**src/rtl/core/bdu_pkg.sv**
```systemverilog
// Shared constants, types and helper functions for the BCD date/time converter.
package bdu_pkg;

   // Number of register stages from request to response.
   localparam int NSTG = 10;

   localparam logic [31:0] EPOCH_2000 = 32'd946684800;
   localparam logic [31:0] END_2100 = 32'd4102444800;
   // Epoch offset with the "day counts from 1" bias folded in.
   localparam logic [31:0] EPOCH_LESS_DAY = 32'd946598400;

   localparam logic [16:0] SEC_PER_DAY = 17'd86400;
   localparam logic [11:0] SEC_PER_HOUR = 12'd3600;
   localparam logic [5:0] SEC_PER_MIN = 6'd60;
   localparam logic [10:0] DAYS_PER_CYCLE = 11'd1461;

   // Reciprocals for the estimate-then-correct constant dividers.
   localparam logic [22:0] RECIP_675 = 23'd6362914;
   localparam logic [8:0] RECIP_225 = 9'd291;
   localparam logic [13:0] RECIP_1461 = 14'd11483;
   localparam logic [12:0] RECIP_15 = 13'd4369;

   typedef struct packed {
      logic [NSTG-1:0] en;
   } pipe_ctrl_type;

   // Decode two BCD nibbles; nibbles above nine decode arithmetically.
   function automatic logic [7:0] bcd_decode(input logic [7:0] v);
      return ({4'b0, v[7:4]} * 8'd10) + {4'b0, v[3:0]};
   endfunction

   // Encode a value below 100 as two BCD digits.
   function automatic logic [7:0] bcd_encode(input logic [6:0] v);
      logic [14:0] prod;
      logic [3:0]  tens;
      prod = {8'b0, v} * 15'd205;
      tens = prod[14:11];
      return {1'b0, v} + {2'b0, tens, 2'b0} + {3'b0, tens, 1'b0};
   endfunction

   // Days in the year before the first of a month.
   function automatic logic [8:0] cum_days(input logic [3:0] mon, input logic leap);
      logic [8:0] base;
      case (mon)
         4'd1: base = 9'd0;
         4'd2: base = 9'd31;
         4'd3: base = 9'd59;
         4'd4: base = 9'd90;
         4'd5: base = 9'd120;
         4'd6: base = 9'd151;
         4'd7: base = 9'd181;
         4'd8: base = 9'd212;
         4'd9: base = 9'd243;
         4'd10: base = 9'd273;
         4'd11: base = 9'd304;
         4'd12: base = 9'd334;
         default: base = 9'd0;
      endcase
      return base + {8'b0, (leap && (mon > 4'd2))};
   endfunction

endpackage

```
**src/rtl/core/bcd_datetime_unix_time_converter.sv**
```systemverilog
// Top level of the BCD date/time to Unix seconds converter.
// Converts between real-time-clock register bytes (years 2000 to 2099) and 32-bit
// Unix seconds. With req_op low, the status bits of each register byte are masked, the
// BCD digits decoded (a nibble above nine decodes arithmetically), month and year are
// clamped with rsp_out_of_range set, and the Unix time is returned with all BCD fields
// zero. With req_op high, the timestamp is clamped to 2000-01-01 00:00:00 through
// 2099-12-31 23:59:59 (flag set when clamped) and split into BCD fields, with
// rsp_out_unix_time zero. The block is a ten-stage pipeline: it accepts one request
// per clock while req_ready is high, which it is unless every stage is full and the
// response is stalled. The depth is set by the chain of constant dividers in the
// split path (seconds per day, per hour, per minute and days per four-year cycle),
// each an estimate multiply, a back-multiply and a correction stage. A stalled
// response holds the last stage while earlier stages keep filling empty slots; no
// request is dropped or repeated.
module bcd_datetime_unix_time_converter
   import bdu_pkg::*;
(
   input  logic        clock,
   input  logic        reset,
   input  logic        req_valid,
   output logic        req_ready,
   input  logic        req_op,
   input  logic [31:0] req_in_unix_time,
   input  logic [7:0]  req_in_second_reg,
   input  logic [7:0]  req_in_minute_reg,
   input  logic [7:0]  req_in_hour_reg,
   input  logic [7:0]  req_in_day_reg,
   input  logic [7:0]  req_in_month_reg,
   input  logic [7:0]  req_in_year_reg,
   output logic        rsp_valid,
   input  logic        rsp_ready,
   output logic [31:0] rsp_out_unix_time,
   output logic [6:0]  rsp_out_second_bcd,
   output logic [6:0]  rsp_out_minute_bcd,
   output logic [5:0]  rsp_out_hour_bcd,
   output logic [5:0]  rsp_out_day_bcd,
   output logic [4:0]  rsp_out_month_bcd,
   output logic [7:0]  rsp_out_year_bcd,
   output logic        rsp_out_of_range
);

   pipe_ctrl_type ctrl;
   logic          unix_flag;
   logic          bcd_flag;

   // Stage enables: advance a stage when it is empty or its request moves on.
   bdu_pipe_ctrl u_ctrl (
      .clock     (clock),
      .reset     (reset),
      .req_valid (req_valid),
      .req_ready (req_ready),
      .rsp_valid (rsp_valid),
      .rsp_ready (rsp_ready),
      .ctrl      (ctrl)
   );

   // Register bytes to Unix seconds; gives zero for split requests.
   bdu_to_unix u_to_unix (
      .clock             (clock),
      .ctrl              (ctrl),
      .req_op            (req_op),
      .req_in_second_reg (req_in_second_reg),
      .req_in_minute_reg (req_in_minute_reg),
      .req_in_hour_reg   (req_in_hour_reg),
      .req_in_day_reg    (req_in_day_reg),
      .req_in_month_reg  (req_in_month_reg),
      .req_in_year_reg   (req_in_year_reg),
      .unix_time         (rsp_out_unix_time),
      .flag              (unix_flag)
   );

   // Unix seconds to BCD fields; gives zero for register-decode requests.
   bdu_to_bcd u_to_bcd (
      .clock            (clock),
      .ctrl             (ctrl),
      .req_op           (req_op),
      .req_in_unix_time (req_in_unix_time),
      .second_bcd       (rsp_out_second_bcd),
      .minute_bcd       (rsp_out_minute_bcd),
      .hour_bcd         (rsp_out_hour_bcd),
      .day_bcd          (rsp_out_day_bcd),
      .month_bcd        (rsp_out_month_bcd),
      .year_bcd         (rsp_out_year_bcd),
      .flag             (bcd_flag)
   );

   // Each path gates its own flag by the request's op, so merge by OR.
   assign rsp_out_of_range = unix_flag | bcd_flag;

endmodule

```
**src/rtl/core/bdu_pipe_ctrl.sv**
```systemverilog
// Valid and stall control for the converter pipeline.
module bdu_pipe_ctrl
   import bdu_pkg::*;
(
   input  logic          clock,
   input  logic          reset,
   input  logic          req_valid,
   output logic          req_ready,
   output logic          rsp_valid,
   input  logic          rsp_ready,
   output pipe_ctrl_type ctrl
);

   logic [NSTG-1:0] valid_ff;
   logic [NSTG-1:0] valid_in;
   logic [NSTG-1:0] en;

   // A stage loads when it is empty or its content moves on.
   always_comb begin
      en[NSTG-1] = !valid_ff[NSTG-1] || rsp_ready;
      for (int k = NSTG - 2; k >= 0; k--) begin
         en[k] = !valid_ff[k] || en[k+1];
      end
      valid_in[0] = en[0] ? req_valid : valid_ff[0];
      for (int k = 1; k < NSTG; k++) begin
         valid_in[k] = en[k] ? valid_ff[k-1] : valid_ff[k];
      end
   end

   always_ff @(posedge clock) begin
      if (reset) begin
         valid_ff <= '0;
      end else begin
         valid_ff <= valid_in;
      end
   end

   assign ctrl.en = en;
   assign req_ready = en[0];
   assign rsp_valid = valid_ff[NSTG-1];

   a_empty_ready: assert property (@(posedge clock) disable iff (reset)
      (valid_ff == '0) |-> req_ready)
      else $error("empty pipeline refuses a request");

   a_drain_ready: assert property (@(posedge clock) disable iff (reset)
      rsp_ready |-> req_ready)
      else $error("pipeline stalls while the response side drains");

   a_enter: assert property (@(posedge clock) disable iff (reset)
      (req_valid && req_ready) |=> valid_ff[0])
      else $error("accepted request did not enter the first stage");

   a_count: assert property (@(posedge clock) disable iff (reset)
      1'b1 |=> ($countones(valid_ff) == $past($countones(valid_ff))
                + int'($past(req_valid && req_ready))
                - int'($past(rsp_valid && rsp_ready))))
      else $error("request lost or duplicated in the pipeline");

endmodule

```
**src/rtl/core/bdu_to_unix.sv**
```systemverilog
// Register bytes to Unix seconds datapath, padded to the full pipeline depth.
module bdu_to_unix
   import bdu_pkg::*;
(
   input  logic          clock,
   input  pipe_ctrl_type ctrl,
   input  logic          req_op,
   input  logic [7:0]    req_in_second_reg,
   input  logic [7:0]    req_in_minute_reg,
   input  logic [7:0]    req_in_hour_reg,
   input  logic [7:0]    req_in_day_reg,
   input  logic [7:0]    req_in_month_reg,
   input  logic [7:0]    req_in_year_reg,
   output logic [31:0]   unix_time,
   output logic          flag
);

   localparam int NDLY = NSTG - 3;

   logic       s1_op_ff, s1_flag_ff;
   logic [6:0] s1_sec_ff, s1_min_ff, s1_year_ff;
   logic [5:0] s1_hour_ff, s1_day_ff;
   logic [3:0] s1_mon_ff;

   logic [7:0] sec_dec, min_dec, hour_dec, day_dec, mon_dec, year_dec;
   logic [3:0] mon_in;
   logic [6:0] year_in;
   logic       flag_in;

   logic        s2_op_ff, s2_flag_ff;
   logic [15:0] s2_dsum_ff;
   logic [17:0] s2_tod_ff;
   logic [15:0] dsum_in;
   logic [17:0] tod_in;

   logic        s3_op_ff, s3_flag_ff;
   logic [31:0] s3_prod_ff;
   logic [17:0] s3_tod_ff;
   logic [31:0] prod_in;

   logic [31:0] s4_unix_in;
   logic        s4_flag_in;

   logic [31:0] dly_unix_ff [NDLY];
   logic        dly_flag_ff [NDLY];

   // Mask the status bits, decode BCD, clamp month and year.
   always_comb begin
      sec_dec = bcd_decode(req_in_second_reg & 8'h7F);
      min_dec = bcd_decode(req_in_minute_reg & 8'h7F);
      hour_dec = bcd_decode(req_in_hour_reg & 8'h3F);
      day_dec = bcd_decode(req_in_day_reg & 8'h3F);
      mon_dec = bcd_decode(req_in_month_reg & 8'h1F);
      year_dec = bcd_decode(req_in_year_reg);
      flag_in = 1'b0;
      mon_in = mon_dec[3:0];
      if (mon_dec == 8'd0) begin
         mon_in = 4'd1;
         flag_in = 1'b1;
      end else if (mon_dec > 8'd12) begin
         mon_in = 4'd12;
         flag_in = 1'b1;
      end
      year_in = year_dec[6:0];
      if (year_dec > 8'd99) begin
         year_in = 7'd99;
         flag_in = 1'b1;
      end
   end

   // Day count from 2000-01-01, biased by one, and seconds into the day.
   always_comb begin
      dsum_in = {10'b0, s1_day_ff}
              + {7'b0, cum_days(s1_mon_ff, (s1_year_ff[1:0] == 2'b00))}
              + ({9'b0, s1_year_ff} * 16'd365)
              + {9'b0, (7'(s1_year_ff + 7'd3) >> 2)};
      tod_in = ({12'b0, s1_hour_ff} * 18'(SEC_PER_HOUR))
             + ({11'b0, s1_min_ff} * 18'(SEC_PER_MIN))
             + {11'b0, s1_sec_ff};
   end

   assign prod_in = 32'({16'b0, s2_dsum_ff} * {15'b0, SEC_PER_DAY});

   always_comb begin
      s4_unix_in = s3_prod_ff + {14'b0, s3_tod_ff} + EPOCH_LESS_DAY;
      if (s3_op_ff) begin
         s4_unix_in = '0;
      end
      s4_flag_in = s3_flag_ff && !s3_op_ff;
   end

   always_ff @(posedge clock) begin
      if (ctrl.en[0]) begin
         s1_op_ff <= req_op;
         s1_flag_ff <= flag_in;
         s1_sec_ff <= sec_dec[6:0];
         s1_min_ff <= min_dec[6:0];
         s1_hour_ff <= hour_dec[5:0];
         s1_day_ff <= day_dec[5:0];
         s1_mon_ff <= mon_in;
         s1_year_ff <= year_in;
      end
      if (ctrl.en[1]) begin
         s2_op_ff <= s1_op_ff;
         s2_flag_ff <= s1_flag_ff;
         s2_dsum_ff <= dsum_in;
         s2_tod_ff <= tod_in;
      end
      if (ctrl.en[2]) begin
         s3_op_ff <= s2_op_ff;
         s3_flag_ff <= s2_flag_ff;
         s3_prod_ff <= prod_in;
         s3_tod_ff <= s2_tod_ff;
      end
      // Hold the finished result in step with the other datapath.
      if (ctrl.en[3]) begin
         dly_unix_ff[0] <= s4_unix_in;
         dly_flag_ff[0] <= s4_flag_in;
      end
      for (int k = 1; k < NDLY; k++) begin
         if (ctrl.en[3+k]) begin
            dly_unix_ff[k] <= dly_unix_ff[k-1];
            dly_flag_ff[k] <= dly_flag_ff[k-1];
         end
      end
   end

   assign unix_time = dly_unix_ff[NDLY-1];
   assign flag = dly_flag_ff[NDLY-1];

endmodule

```
**src/rtl/core/bdu_to_bcd.sv**
```systemverilog
// Unix seconds to BCD date/time datapath built from constant dividers.
module bdu_to_bcd
   import bdu_pkg::*;
(
   input  logic          clock,
   input  pipe_ctrl_type ctrl,
   input  logic          req_op,
   input  logic [31:0]   req_in_unix_time,
   output logic [6:0]    second_bcd,
   output logic [6:0]    minute_bcd,
   output logic [5:0]    hour_bcd,
   output logic [5:0]    day_bcd,
   output logic [4:0]    month_bcd,
   output logic [7:0]    year_bcd,
   output logic          flag
);

   // Stage 1: clamp and rebase to 2000.
   logic        s1_op_ff, s1_flag_ff;
   logic [31:0] s1_t_ff;
   logic [31:0] tclamp_in;
   logic        lo_in, hi_in;

   // Stage 2: day estimate.
   logic        s2_op_ff, s2_flag_ff;
   logic [31:0] s2_t_ff;
   logic [15:0] s2_dq_ff;
   logic [47:0] dq_prod;

   // Stage 3: raw seconds into the day.
   logic        s3_op_ff, s3_flag_ff;
   logic [15:0] s3_dq_ff;
   logic [17:0] s3_r_ff;
   logic [31:0] r_full;

   // Stage 4: corrected day and seconds of day.
   logic        s4_op_ff, s4_flag_ff;
   logic [15:0] s4_days_ff;
   logic [16:0] s4_rem_ff;

   // Stage 5: hour and four-year cycle estimates.
   logic        s5_op_ff, s5_flag_ff;
   logic [15:0] s5_days_ff;
   logic [16:0] s5_rem_ff;
   logic [4:0]  s5_h_ff, s5_c_ff;
   logic [21:0] h_prod;
   logic [29:0] c_prod;

   // Stage 6: raw remainders.
   logic        s6_op_ff, s6_flag_ff;
   logic [4:0]  s6_h_ff, s6_c_ff;
   logic [12:0] s6_rh_ff;
   logic [11:0] s6_rc_ff;
   logic [16:0] rh_full;
   logic [15:0] rc_full;

   // Stage 7: corrected hour and cycle.
   logic        s7_op_ff, s7_flag_ff;
   logic [4:0]  s7_hh_ff, s7_c_ff;
   logic [11:0] s7_rh_ff;
   logic [10:0] s7_dc_ff;

   // Stage 8: minute estimate, year and day of year.
   logic        s8_op_ff, s8_flag_ff;
   logic [4:0]  s8_hh_ff;
   logic [11:0] s8_rh_ff;
   logic [5:0]  s8_m_ff;
   logic [6:0]  s8_year_ff;
   logic [8:0]  s8_doy_ff;
   logic        s8_leap_ff;
   logic [22:0] m_prod;
   logic [1:0]  y4_in;
   logic [10:0] ystart_in;
   logic [10:0] doy_full;

   // Stage 9: raw seconds of minute, month and day of month.
   logic        s9_op_ff, s9_flag_ff;
   logic [4:0]  s9_hh_ff;
   logic [5:0]  s9_m_ff;
   logic [6:0]  s9_rm_ff;
   logic [6:0]  s9_year_ff;
   logic [3:0]  s9_mon_ff;
   logic [4:0]  s9_dom_ff;
   logic [11:0] rm_full;
   logic [3:0]  mon_in;
   logic [8:0]  dom_full;

   // Stage 10: output register.
   logic [6:0] sec_bcd_ff, min_bcd_ff;
   logic [5:0] hour_bcd_ff, day_bcd_ff;
   logic [4:0] mon_bcd_ff;
   logic [7:0] year_bcd_ff;
   logic       flag_ff;
   logic [5:0] mm_in;
   logic [6:0] ss_in;
   logic [7:0] enc_ss, enc_mm, enc_hh, enc_dd, enc_mo, enc_yy;

   always_comb begin
      lo_in = req_in_unix_time < EPOCH_2000;
      hi_in = req_in_unix_time >= END_2100;
      tclamp_in = req_in_unix_time;
      if (lo_in) begin
         tclamp_in = EPOCH_2000;
      end else if (hi_in) begin
         tclamp_in = END_2100 - 32'd1;
      end
   end

   // The estimates are exact or one low; a later stage checks the remainder and corrects them.
   assign dq_prod = {23'b0, s1_t_ff[31:7]} * {25'b0, RECIP_675};
   assign r_full = s2_t_ff - 32'({16'b0, s2_dq_ff} * {15'b0, SEC_PER_DAY});
   assign h_prod = {9'b0, s4_rem_ff[16:4]} * {13'b0, RECIP_225};
   assign c_prod = {14'b0, s4_days_ff} * {16'b0, RECIP_1461};
   assign rh_full = s5_rem_ff - 17'({12'b0, s5_h_ff} * {5'b0, SEC_PER_HOUR});
   assign rc_full = s5_days_ff - 16'({11'b0, s5_c_ff} * {5'b0, DAYS_PER_CYCLE});
   assign m_prod = {13'b0, s7_rh_ff[11:2]} * {10'b0, RECIP_15};
   assign rm_full = s8_rh_ff - 12'({6'b0, s8_m_ff} * {6'b0, SEC_PER_MIN});

   // Year within the four-year cycle; the first of the four is the leap year.
   always_comb begin
      if (s7_dc_ff < 11'd366) begin
         y4_in = 2'd0;
         ystart_in = 11'd0;
      end else if (s7_dc_ff < 11'd731) begin
         y4_in = 2'd1;
         ystart_in = 11'd366;
      end else if (s7_dc_ff < 11'd1096) begin
         y4_in = 2'd2;
         ystart_in = 11'd731;
      end else begin
         y4_in = 2'd3;
         ystart_in = 11'd1096;
      end
      doy_full = s7_dc_ff - ystart_in;
   end

   // Month is one plus the number of month starts already passed.
   always_comb begin
      mon_in = 4'd1;
      for (int k = 2; k <= 12; k++) begin
         mon_in = mon_in + {3'b0, (s8_doy_ff >= cum_days(4'(k), s8_leap_ff))};
      end
      dom_full = s8_doy_ff - cum_days(mon_in, s8_leap_ff);
   end

   always_comb begin
      if (s9_rm_ff >= 7'(SEC_PER_MIN)) begin
         mm_in = s9_m_ff + 6'd1;
         ss_in = s9_rm_ff - 7'(SEC_PER_MIN);
      end else begin
         mm_in = s9_m_ff;
         ss_in = s9_rm_ff;
      end
      enc_ss = bcd_encode(ss_in);
      enc_mm = bcd_encode({1'b0, mm_in});
      enc_hh = bcd_encode({2'b0, s9_hh_ff});
      enc_dd = bcd_encode({2'b0, s9_dom_ff} + 7'd1);
      enc_mo = bcd_encode({3'b0, s9_mon_ff});
      enc_yy = bcd_encode(s9_year_ff);
   end

   always_ff @(posedge clock) begin
      if (ctrl.en[0]) begin
         s1_op_ff <= req_op;
         s1_flag_ff <= lo_in || hi_in;
         s1_t_ff <= tclamp_in - EPOCH_2000;
      end
      if (ctrl.en[1]) begin
         s2_op_ff <= s1_op_ff;
         s2_flag_ff <= s1_flag_ff;
         s2_t_ff <= s1_t_ff;
         s2_dq_ff <= dq_prod[47:32];
      end
      if (ctrl.en[2]) begin
         s3_op_ff <= s2_op_ff;
         s3_flag_ff <= s2_flag_ff;
         s3_dq_ff <= s2_dq_ff;
         s3_r_ff <= r_full[17:0];
      end
      if (ctrl.en[3]) begin
         s4_op_ff <= s3_op_ff;
         s4_flag_ff <= s3_flag_ff;
         if (s3_r_ff >= {1'b0, SEC_PER_DAY}) begin
            s4_days_ff <= s3_dq_ff + 16'd1;
            s4_rem_ff <= 17'(s3_r_ff - {1'b0, SEC_PER_DAY});
         end else begin
            s4_days_ff <= s3_dq_ff;
            s4_rem_ff <= s3_r_ff[16:0];
         end
      end
      if (ctrl.en[4]) begin
         s5_op_ff <= s4_op_ff;
         s5_flag_ff <= s4_flag_ff;
         s5_days_ff <= s4_days_ff;
         s5_rem_ff <= s4_rem_ff;
         s5_h_ff <= h_prod[20:16];
         s5_c_ff <= c_prod[28:24];
      end
      if (ctrl.en[5]) begin
         s6_op_ff <= s5_op_ff;
         s6_flag_ff <= s5_flag_ff;
         s6_h_ff <= s5_h_ff;
         s6_c_ff <= s5_c_ff;
         s6_rh_ff <= rh_full[12:0];
         s6_rc_ff <= rc_full[11:0];
      end
      if (ctrl.en[6]) begin
         s7_op_ff <= s6_op_ff;
         s7_flag_ff <= s6_flag_ff;
         if (s6_rh_ff >= {1'b0, SEC_PER_HOUR}) begin
            s7_hh_ff <= s6_h_ff + 5'd1;
            s7_rh_ff <= 12'(s6_rh_ff - {1'b0, SEC_PER_HOUR});
         end else begin
            s7_hh_ff <= s6_h_ff;
            s7_rh_ff <= s6_rh_ff[11:0];
         end
         if (s6_rc_ff >= {1'b0, DAYS_PER_CYCLE}) begin
            s7_c_ff <= s6_c_ff + 5'd1;
            s7_dc_ff <= 11'(s6_rc_ff - {1'b0, DAYS_PER_CYCLE});
         end else begin
            s7_c_ff <= s6_c_ff;
            s7_dc_ff <= s6_rc_ff[10:0];
         end
      end
      if (ctrl.en[7]) begin
         s8_op_ff <= s7_op_ff;
         s8_flag_ff <= s7_flag_ff;
         s8_hh_ff <= s7_hh_ff;
         s8_rh_ff <= s7_rh_ff;
         s8_m_ff <= m_prod[21:16];
         s8_year_ff <= {s7_c_ff, 2'b00} + {5'b0, y4_in};
         s8_doy_ff <= doy_full[8:0];
         s8_leap_ff <= (y4_in == 2'd0);
      end
      if (ctrl.en[8]) begin
         s9_op_ff <= s8_op_ff;
         s9_flag_ff <= s8_flag_ff;
         s9_hh_ff <= s8_hh_ff;
         s9_m_ff <= s8_m_ff;
         s9_rm_ff <= rm_full[6:0];
         s9_year_ff <= s8_year_ff;
         s9_mon_ff <= mon_in;
         s9_dom_ff <= dom_full[4:0];
      end
      if (ctrl.en[9]) begin
         flag_ff <= s9_flag_ff && s9_op_ff;
         if (s9_op_ff) begin
            sec_bcd_ff <= enc_ss[6:0];
            min_bcd_ff <= enc_mm[6:0];
            hour_bcd_ff <= enc_hh[5:0];
            day_bcd_ff <= enc_dd[5:0];
            mon_bcd_ff <= enc_mo[4:0];
            year_bcd_ff <= enc_yy;
         end else begin
            sec_bcd_ff <= '0;
            min_bcd_ff <= '0;
            hour_bcd_ff <= '0;
            day_bcd_ff <= '0;
            mon_bcd_ff <= '0;
            year_bcd_ff <= '0;
         end
      end
   end

   assign second_bcd = sec_bcd_ff;
   assign minute_bcd = min_bcd_ff;
   assign hour_bcd = hour_bcd_ff;
   assign day_bcd = day_bcd_ff;
   assign month_bcd = mon_bcd_ff;
   assign year_bcd = year_bcd_ff;
   assign flag = flag_ff;

endmodule
```
**config.mk**
```make
export PLATFORM = sky130hd
export DESIGN_NAME = bcd_datetime_unix_time_converter
export DESIGN_NICKNAME = d
export VERILOG_FILES = /design/src/rtl/core/bdu_pkg.sv /design/src/rtl/core/bcd_datetime_unix_time_converter.sv /design/src/rtl/core/bdu_pipe_ctrl.sv /design/src/rtl/core/bdu_to_unix.sv /design/src/rtl/core/bdu_to_bcd.sv
export SDC_FILE = /design/constraint.sdc
export NUM_CORES = 2
export LEC_CHECK = 0
export CORE_MARGIN = 10
export CORE_UTILIZATION = 45
export CTS_CLUSTER_SIZE = 28
export DETAILED_ROUTE_END_ITERATION = 8
export DONT_BUFFER_PORTS = 1
export PLACE_DENSITY = 0.62
export SETUP_SLACK_MARGIN = 0.4
export SLEW_MARGIN = 40
export SYNTH_ARGS = -nofsm -noshare
export SYNTH_HDL_FRONTEND = slang
export SYNTH_SLANG_ARGS = --single-unit
```
**constraint.sdc**
```tcl
create_clock -name clock -period 11 [get_ports clock]
set_clock_uncertainty 0.2 [all_clocks]
set_input_delay 2.2 -clock clock [delete_from_list [all_inputs] [get_ports clock]]
set_output_delay 2.2 -clock clock [all_outputs]
set_load 0.005 [all_outputs]
```
* Word-level counts from Yosys, hierarchy flattened
Memory sizes are Yosys's and may differ from the RTL's.
Cells that the tools add are included.
** Cells by class
- Add/subtract/negate cells :: 66
- Multiply operators :: 24
- $lt $le $gt $ge :: 24
- Mux-type cells :: 33
- Bitwise logic cells :: 1
- Reduce and logical (&&, ||, !) cells :: 31
** Operators by type and width (count)
- $mux W32 :: 3
- $ge A9 B9 Y1 :: 7
- $mul A25 B22 Y47 const B :: 1
- $mul A7 B8 Y15 const B :: 3
- $add A4 B1 Y4 :: 10
- $add A8 B1 Y9 const A :: 4
- $add A32 B18 Y32 :: 1
- $add A32 B30 Y32 const B :: 1
- $ge A32 B32 Y1 const B :: 1
- $lt A32 B30 Y1 const B :: 1
- $sub A32 B30 Y32 const B :: 1
- $mul A16 B14 Y29 const B :: 1
- $mul A6 B8 Y14 const B :: 2
- $add A9 B1 Y9 const A :: 3
- $mul A16 B10 Y25 const B :: 1
- $mul A10 B13 Y22 const B :: 1
- $add A7 B4 Y7 :: 3
- $mul A13 B9 Y21 const B :: 1
- $add A18 B13 Y18 :: 1
- $add A18 B7 Y18 :: 1
- $ge A18 B17 Y1 const B :: 1
- $ge A9 B8 Y1 :: 2
- $mux W9 :: 2
- $sub A18 B18 Y18 :: 1
- other kinds (77) :: 126
** Word-level totals
- Bits in registers :: 490
- Memory bits (writable) :: 231
- Bits in read-only memories :: 288
- Input bits :: 85
- Output and inout bits :: 74
- Word-level logic and storage cells :: 263
- Memories kept :: 4
** Memory list
- u_to_unix.dly_unix_ff :: words 7, width 32, read ports 7, clocked after Yosys merged registers in 0, wr ports 7, RTL line bdu_to_unix.sv:44 : logic [31:0] dly_unix_ff [NDLY];
- (name not given) :: words 16, width 9, read ports 1, clocked after Yosys merged registers in 0, wr ports 0, RTL line bdu_pkg.sv:44 : case (mon)
- (name not given) :: words 16, width 9, read ports 1, clocked after Yosys merged registers in 0, wr ports 0, RTL line bdu_pkg.sv:44
- u_to_unix.dly_flag_ff :: words 7, width 1, read ports 7, clocked after Yosys merged registers in 0, wr ports 7, RTL line bdu_to_unix.sv:45 : logic dly_flag_ff [NDLY];

* Depth between registers and ports, before layout
- Depth in word-level cells :: 16
- Depth in mapped cells :: 32
- Gate-level depth less buffers :: 32

* Modules after synthesis
From an unflattened synthesis, not the netlist that was laid out.
** Unflattened totals
- Cells, all modules :: 4828
- Area, all modules :: 57317.5 um^2
** By module, submodules not included
- bdu_to_bcd :: instances 1, cells each 3239, area each 36647.6 um^2, seq. area each 10900.5 um^2
- bdu_to_unix :: instances 1, cells each 1540, area each 20254.4 um^2, seq. area each 10540.1 um^2
- bdu_pipe_ctrl :: instances 1, cells each 48, area each 409.1 um^2, seq. area each 200.2 um^2
- bcd_datetime_unix_time_converter :: instances 1, cells each 1, area each 6.3 um^2, seq. area each 0.0 um^2

* Least setup slack after synthesis
OpenSTA, ideal clock, no wires.
- Path kind :: in2out
- From :: input port rsp_ready
- To :: output port req_ready
- Arrival :: 7094 ps
- Required time :: 8600 ps
- Path slack :: 1506 ps
- Stages :: 6
- Path buffers :: 0
- Cells stage by stage :: nor2b_1 -> and3_1 -> and3_1 -> nand3_1 -> nor2_1 -> nand3_1
** RTL lines
- start, declared :: RTL line bcd_datetime_unix_time_converter.sv:31 : input logic rsp_ready,
- end, declared :: RTL line bcd_datetime_unix_time_converter.sv:21 : output logic req_ready,

==> run metrics <==
mean routed wirelength per cell=14.30 µm; setup bufs post-CTS=0; commonest cells in the netlist=ha_1 (1,036), inv_1 (977), edfxtp_1 (711); Final nets=about 6,300; Post-synth EDFFs=a little over 700; Crit path largest cell delay=a little over 600 ps; Placement Setup Slack=between 3000 and 4000 ps; Fill cells=~11,000; total die area=around 0.14 mm²; # diodes=0; vias in the first global route=32,753; Mapped Avg Cell Area=about 12 µm²; most frequent cell after synthesis=ha_1; Post-Syn Area=about 0.056 mm²; Initial Util=45.34%; first-pass GRT wire length=160.2 mm; sum of buffers and inverters on the critical path=1; CTS Buf Count=81; Final min period=7662 ps; post-synth cell types=84; initial antenna violation count=7; via count=roughly 31,000; Ys Warns=0; FF-to-FF setup slack=3650 ps; Min-Delay Path Depth=0; Post-Synthesis Cells=4,683; ANT nets after route=0; HP Class=reg -> reg; DRC Markers=0; crit-path cells=nor2b_2, and3_1, and3_1, nand3_4, buf_12, nor2_1, nand3_4; post-synthesis sequential area ratio=38.34%; worst setup margin=3338 ps; RSZ-0062 raised after global routing=no; Port Buffers=0; P&R area growth vs syn=8.475%; dpl cell area=0.05832 mm²; CTS H-Tree Depth=3; asr flop ratio synth=0%; final wirelength=just over 90 mm; Die H=~370 µm; Max Buffers Root-to-Sink=3; row count=~130; Sink Count=between 700 and 800; critical path startpoint category=input port; crit path DAT=5260 ps; fin area=~0.061 mm²; worst slew pin tran=between 700 and 800 ps; max_cap viols=0; Hold Startpoint=u_to_unix.s2_tod_ff[12]; initial DRC count=around 1,100; Hold Vio Cnt, Final=0; critical path's top delay family=simple AND/OR/NAND/NOR gates; status=finished, final reports clean; Crit path required time=8600 ps; GRT Total Usage=~14%; insertion delay to the later sink of the worst-skew pair=roughly 630 ps; slowest CP cell=nor2_1; ys flop type=edfxtp_1; Reg-to-Reg Start=u_to_bcd.s8_leap_ff; via density per instance=4.863; crit end category=output port; Ports=159; clock transition at the registers of the reported paths=60 ps; worst r2r dst=u_to_bcd.s9_dom_ff[4]; total congestion overflow=0; Pre-antenna DRT Iters=4; Resized cells post-CTS=0; DP HPWL=between 70 and 80 mm; max-slew violations=0; CTS tree=done; Setup TNS Final=0 ps; Final setup viols=0; R2R depth=28; slew margin rel.=between 40% and 50%; leading area contributor after synthesis=edfxtp_1; largest cells by area after synthesis=edfxtp_1 (38%), ha_1 (23%), fa_1 (15%); max frequency=around 130 MHz; critical path class=in -> out; flop and latch count out of synthesis=721; GPL Wtd Cong=0.8423; ratio of cells with drive above 1 in the final layout=4.091%; Hold EP=u_to_unix.s3_tod_ff[12]; CP Max Fanout=41; Tcrit/Tclk final=a little over two thirds; largest net degree at the start of global routing=between 70 and 80; DIE WIDTH=between 300 and 400 µm; core box area=between 0.1 and 0.15 mm²; CTS Hold Buffers Added=0; share of the synthesized area in the top cell type=approximately 38%; CTS Root Cell=clkbuf_16; syn_nets=6,213
[stage by stage]
step | std cells | hold WS [ps] | util (%)
detailed placement | 6301 | 204.5 | 47.05
CTS | 6452 | 195.0 | 49.18
finish | 6452 | 195.8 | 49.19
floorplan | 4683 | 200.3 | -
global placement | 6300 | 201.1 | 47.00
global route | 6452 | 203.3 | 49.19
[kinds of logic after synthesis]
logic type	count (synthesis)	share of synthesized area, %
AO/OA/AOI/OAI	529	6.157
adder cells (fa/ha/maj)	1445	37.63
multiplexers	15	0.3027
buffers and inverters	1007	6.738
AND/OR/NAND/NOR	632	5.625
XOR/XNOR	334	5.205
flip-flops	721	38.34
[state kept, by name, indices dropped and copies added, names as in the netlist, 13 cells and up]
name	count
u_to_unix.dly_unix_ff	224
u_to_bcd.s1_t_ff	32
u_to_unix.s3_prod_ff	25
u_to_bcd.s2_t_ff	18
u_to_bcd.s3_r_ff	18
u_to_unix.s2_tod_ff	18
u_to_unix.s3_tod_ff	18
u_to_bcd.s4_rem_ff	17
u_to_bcd.s2_dq_ff	16
u_to_bcd.s3_dq_ff	16
u_to_bcd.s4_days_ff	16
u_to_unix.s2_dsum_ff	16
u_to_bcd.s5_rem_ff	13
u_to_bcd.s6_rh_ff	13
[per-layer routing]
metal / wire length (µm) / vias to the layer above / global-route usage, %
met5: 74 / - / 0
met2: 43570 / 352 / 23.17
met4: 1802 / 10 / 2.932
met1: 43330 / 14921 / 18.00
li1: - / 15972 / -
met3: 3521 / 124 / 2.689
[layout by cell type (no fill, tap or decap), drive strengths merged, types with 90 or more instances in the layout]
cell type  instances
nor2             181
a21o              90
inv              981
edfxtp           711
xnor2            234
clkbuf           105
xor2             100
fa               409
ha              1036
o21ai            105
a21oi            165
nand2            137
[layout make-up]
cell class              count  area [µm²]  area share (%)
inverters                 977        3669           6.017
clock inverters            46       489.2          0.8024
well taps                1637        2048           3.359
repair buffers             11       106.4          0.1744
flip-flops and latches    721       21550           35.35
clock buffers             105        2158           3.540
multi-input cells        2955       30950           50.76
[worst max-delay path by stage]
stage	start	endpoint	slack, ps	cells after the start
6_report	rsp_ready	req_ready	3340	7
5_1_grt	rsp_ready	req_ready	3110	7
4_1_cts	rsp_ready	req_ready	3030	7
3_5_place_dp	rsp_ready	req_ready	3050	7
3_3_place_gp	rsp_ready	req_ready	3090	6
2_1_floorplan	rsp_ready	req_ready	1510	6
Power is left out: the tool's default activity adds up to more than one toggle a clock period on the data nets, which glitch-free logic cannot reach.
